### config.mk
export PLATFORM = sky130hd
export DESIGN_NAME = vmalu_queue
export DESIGN_NICKNAME = d
export VERILOG_FILES = /design/src/hw/rtl/vmalu_pkg.sv /design/src/hw/rtl/vmalu_queue.sv
export SDC_FILE = /design/constraint.sdc
export NUM_CORES = 1
export LEC_CHECK = 0
export BUFFER_PORTS_ARGS = -buffer_cell sky130_fd_sc_hd__buf_2
export CAP_MARGIN = 40
export CELL_PAD_IN_SITES_DETAIL_PLACEMENT = 1
export CELL_PAD_IN_SITES_GLOBAL_PLACEMENT = 1
export CORE_MARGIN = 1
export CORE_UTILIZATION = 50
export DETAILED_ROUTE_END_ITERATION = 8
export PLACE_DENSITY_LB_ADDON = 0.1
export SLEW_MARGIN = 5
export SYNTH_ARGS = -nofsm -noshare
export SYNTH_HDL_FRONTEND = slang
export SYNTH_SLANG_ARGS = --single-unit
### constraint.sdc
create_clock -name clk -period 6.8 [get_ports clk]
set_input_delay 2.04 -clock clk [delete_from_list [all_inputs] [get_ports clk]]
set_output_delay 2.04 -clock clk [all_outputs]
set_load 0.05 [all_outputs]
### src/hw/rtl/vmalu_pkg.sv
package vmalu_pkg;

  typedef enum logic [3:0] {
    CMD_ADD = 4'd0,
    CMD_SUB = 4'd1,
    CMD_MUL = 4'd2,
    CMD_DIV = 4'd3,
    CMD_NEG = 4'd4,
    CMD_INC = 4'd5,
    CMD_DEC = 4'd6,
    CMD_NOT = 4'd7,
    CMD_AND = 4'd8,
    CMD_OR  = 4'd9,
    CMD_XOR = 4'd10,
    CMD_SHL = 4'd11,
    CMD_SAR = 4'd12
  } cmd_t;

  typedef enum logic [1:0] {
    ERR_NONE        = 2'd0,
    ERR_DIV_ZERO    = 2'd1,
    ERR_SHIFT_RANGE = 2'd2
  } err_t;

  typedef enum logic [1:0] {
    KIND_SIMPLE = 2'd0,
    KIND_MUL    = 2'd1,
    KIND_DIV    = 2'd2
  } kind_t;

  localparam int QDEPTH    = 4;
  localparam int QPTR_W    = $clog2(QDEPTH);
  localparam int DIV_STEPS = 64;
  localparam logic [63:0] MAX_SHIFT = 64'd63;

  // One classified word as it waits between the front and the back.
  typedef struct packed {
    kind_t       kind;
    err_t        err;
    logic [63:0] a;
    logic [63:0] b;
  } qword_t;

  typedef struct packed {
    logic   push;
    qword_t word;
  } qpush_t;

  typedef struct packed {
    kind_t       kind;
    err_t        err;
    logic        neg;
    logic [63:0] val;
    logic [63:0] rem;
    logic [63:0] dvs;
  } stage_t;

endpackage

### src/hw/rtl/vmalu_queue.sv
module vmalu_queue import vmalu_pkg::*; (
  input  logic   clk,
  input  logic   rst,
  input  qpush_t qp,
  output logic   q_full,
  input  logic   pop,
  output logic   q_valid,
  output qword_t q_word
);

  qword_t            mem [QDEPTH];
  logic [QPTR_W-1:0] wr_ptr;
  logic [QPTR_W-1:0] rd_ptr;
  logic [QPTR_W:0]   count;
  logic              do_pop;

  assign q_full  = (count == (QPTR_W+1)'(QDEPTH));
  assign q_valid = (count != '0);
  assign q_word  = mem[rd_ptr];
  assign do_pop  = pop && q_valid;

  always_ff @(posedge clk) begin
    if (qp.push) mem[wr_ptr] <= qp.word;
  end

  always_ff @(posedge clk) begin
    if (rst) begin
      wr_ptr <= '0;
      rd_ptr <= '0;
      count  <= '0;
    end else begin
      if (qp.push) wr_ptr <= wr_ptr + QPTR_W'(1);
      if (do_pop)  rd_ptr <= rd_ptr + QPTR_W'(1);
      if (qp.push && !do_pop)      count <= count + (QPTR_W+1)'(1);
      else if (!qp.push && do_pop) count <= count - (QPTR_W+1)'(1);
    end
  end

endmodule

==> qor.yml <==
dp_slack_ns: 2.70
start_util_pct: 51.2
cts_buffers: 55
pwr-share-seq_pct: 41.3
cts.clk_slew.worst_paths_ns: 0.06
finalSetupViolations: 0
nets: 1185
crit_required_ns: 4.76
syn-num-nets: 876
viasPerCell: 5.47
drive_gt1_share_pct: 45.6
hold_viol_final: 0
synth_area_leaders: "edfxtp_1, mux4_2, dfxtp_1"
ys_seq_area_share_pct: 82.3
yosysUniqueCellTypes: 20
relSlewSlack_pct: 53.0
slew_viol_final: 0
netlist_instances: 734
hold_class: "flop to flop"
routed_wl_um: 39900
internal_power_mw: 6.33
period_share_pct: 68.8
cp_data_arrival_time_ns: 2.64
leakage_nw: 7.76
num_vias: 8754
grt_max_degree: 92
post_dp_cell_area_um2: 21500
worstSetupPathType: "flop to output pin"
drc_errors: 0
setup_ws_ns: 2.12
power_density_nw_per_um2: 408
crit_path_top_delay_cell: "dfxtp_4"
period_needed_ns: 4.68
fin_setup_tns_ns: 0
synthTopCellsByCount: "edfxtp_1, mux4_2, buf_2"
async_reset_ff_share_pct: 0
grt_pass1_vias: 9384
detail_route.wl_per_cell_um: 25.0
irDropWorstVdd_uv: 270
cp-start-kind: "flop"
cts_sinks: 537
synth_warnings: 0
ctsHoldBuffers: 0
stdcell_area_um2: 23200
clockBufferDepth: 3
die_w_um: 199
fp-row-count: 71
drt-pass1-iter-count: 4
cp_max_fo: 91
clockRootBuffer: "clkbuf_16"
yosysMostFrequentCell: "edfxtp_1"
swShare_pct: 33.2
p_switching_mw: 3.15
grt_overflow: 0
portBuffers: 269
worstSkewPairLatency_ns: 0.58
finClkSkew_ns: 0.00931
gp_congestion: 0.723
worst-slew-pin-transition_ns: 0.705
ys.flop_type: "edfxtp_1"
fmax_mhz: 214
cts_tree: "done"
grt_antenna_before_repair: 6
dieArea_um2: 39700
syn_avg_cell_area_um2: 26.5
clkPwrFrac_pct: 30.1
rrSetupSlack_ns: 4.51
rsz0062_at_grt: "no"
ios: 270
drt_iter0_drc: 509
post_cts_buffers: 0
drtAntennaViolNets: 0
combPwrFrac_pct: 28.6
cap_violations: 0
htreeDepth: 2
cp-end-kind: "output pin"
synth_top_area_cell: "edfxtp_1"
crit_chain: "buf_12, mux4_2, buf_2"
cts.repair.resized: 0
die_h_um: 199
synth_area_um2: 19500
synth.top_cell.area_share_pct: 81.4
status: "finished, final reports clean"
core_area_um2: 38000
grt_usage_pct: 20.5
grt_pass1_wl_um: 59100
cpPeakStageDelay_ns: 0.79
hpwlAfterDp_um: 24500
area_growth_pct: 19.2
synth-seq-cells: 537
synth_edf_count: 528
==> placed cells by master (no fill, tap or decap), types with 6 or more instances in the layout <==
| cell | count |
|---|---|
| clkbuf_16 | 57 |
| buf_4 | 6 |
| dfxtp_1 | 7 |
| mux4_2 | 132 |
| clkbuf_1 | 16 |
| nor2_1 | 7 |
| edfxtp_1 | 528 |
| buf_2 | 269 |
| clkinv_1 | 9 |
| clkinv_2 | 11 |
==> cells by family (layout without fill, tap and decap cells) <==
kind of cell               after synthesis  in the layout  synth area share (%)
AOI/OAI and AO/OA                        4              4                 0.135
xor gates and xnor gates                 5              5                 0.225
adders and majority gates                6              6                 0.424
buffers and inverters                   34            384                  1.14
DFF                                    537            537                  82.3
muxes                                  134            134                  15.4
other                                    0              4                     0
and+or+nand+nor                         14             14                 0.366
==> power by group through the flow <==
stage | registers (mW) | logic, mW | clock network (mW)
2_1_floorplan | 3.93 | 2.20 | 0
5_1_grt | 3.93 | 2.85 | 3.04
6_report | 3.91 | 2.71 | 2.86
3_3_place_gp | 3.98 | 2.73 | 0
3_5_place_dp | 3.99 | 2.75 | 0
4_1_cts | 3.92 | 2.76 | 2.93
==> flip-flops by register name, indices dropped and copies added, names as in the netlist, named ones only <==
| register | cells |
|---|---|
| count | 3 |
| mem | 528 |
| rd_ptr | 2 |
| wr_ptr | 2 |
==> metrics by stage <==
step                      utilization (%)  power (mW)  cells  hold slack, ns
after floorplan                         -        6.13    734           0.484
after global placement               56.3        6.71   1493           0.514
after detailed placement             56.6        6.74   1497           0.515
after CTS                            61.0        9.60   1595           0.534
after global routing                 61.0        9.82   1596           0.579
final                                61.1        9.48   1599           0.531
==> critical path: cells and delay by family (launching register included) <==
kind	cells	cell delay, ns
flip-flops	1	0.79
buffers and inverters	2	0.76
multiplexers	1	0.43
==> metal layers <==
layer / up-vias / global-route usage [%] / routed length (um)
li1: 3806 / - / -
met1: 4628 / 28.5 / 16800
met2: 263 / 33.0 / 19800
met3: 53 / 4.62 / 2630
met4: 4 / 5.88 / 685
met5: - / 0 / 25
==> layout make-up <==
class / count / area, um^2
Tap cell: 511 / 639
Antenna cell: 4 / 10.0
Multi-Input combinational cell: 163 / 3230
Sequential cell: 537 / 16000
Inverter: 3 / 11.3
Fill cell: 3179 / 14800
Timing Repair Buffer: 283 / 1580
Clock buffer: 73 / 1490
Clock inverter: 25 / 216
==> worst paths after layout <==
| path | from | endpoint | depth (start not counted) |
|---|---|---|---|
| max reg2reg | wr_ptr[0]$_SDFFE_PP0P_ | mem[3][111]$_DFFE_PP_ | 4 |
| min | rd_ptr[1]$_SDFFE_PP0P_ | rd_ptr[1]$_SDFFE_PP0P_ | 2 |
| min reg2reg | rd_ptr[1]$_SDFFE_PP0P_ | rd_ptr[1]$_SDFFE_PP0P_ | 2 |
| max | flop | q_word[52] | 3 |
No activity file was read; power rests on OpenSTA's default activity.
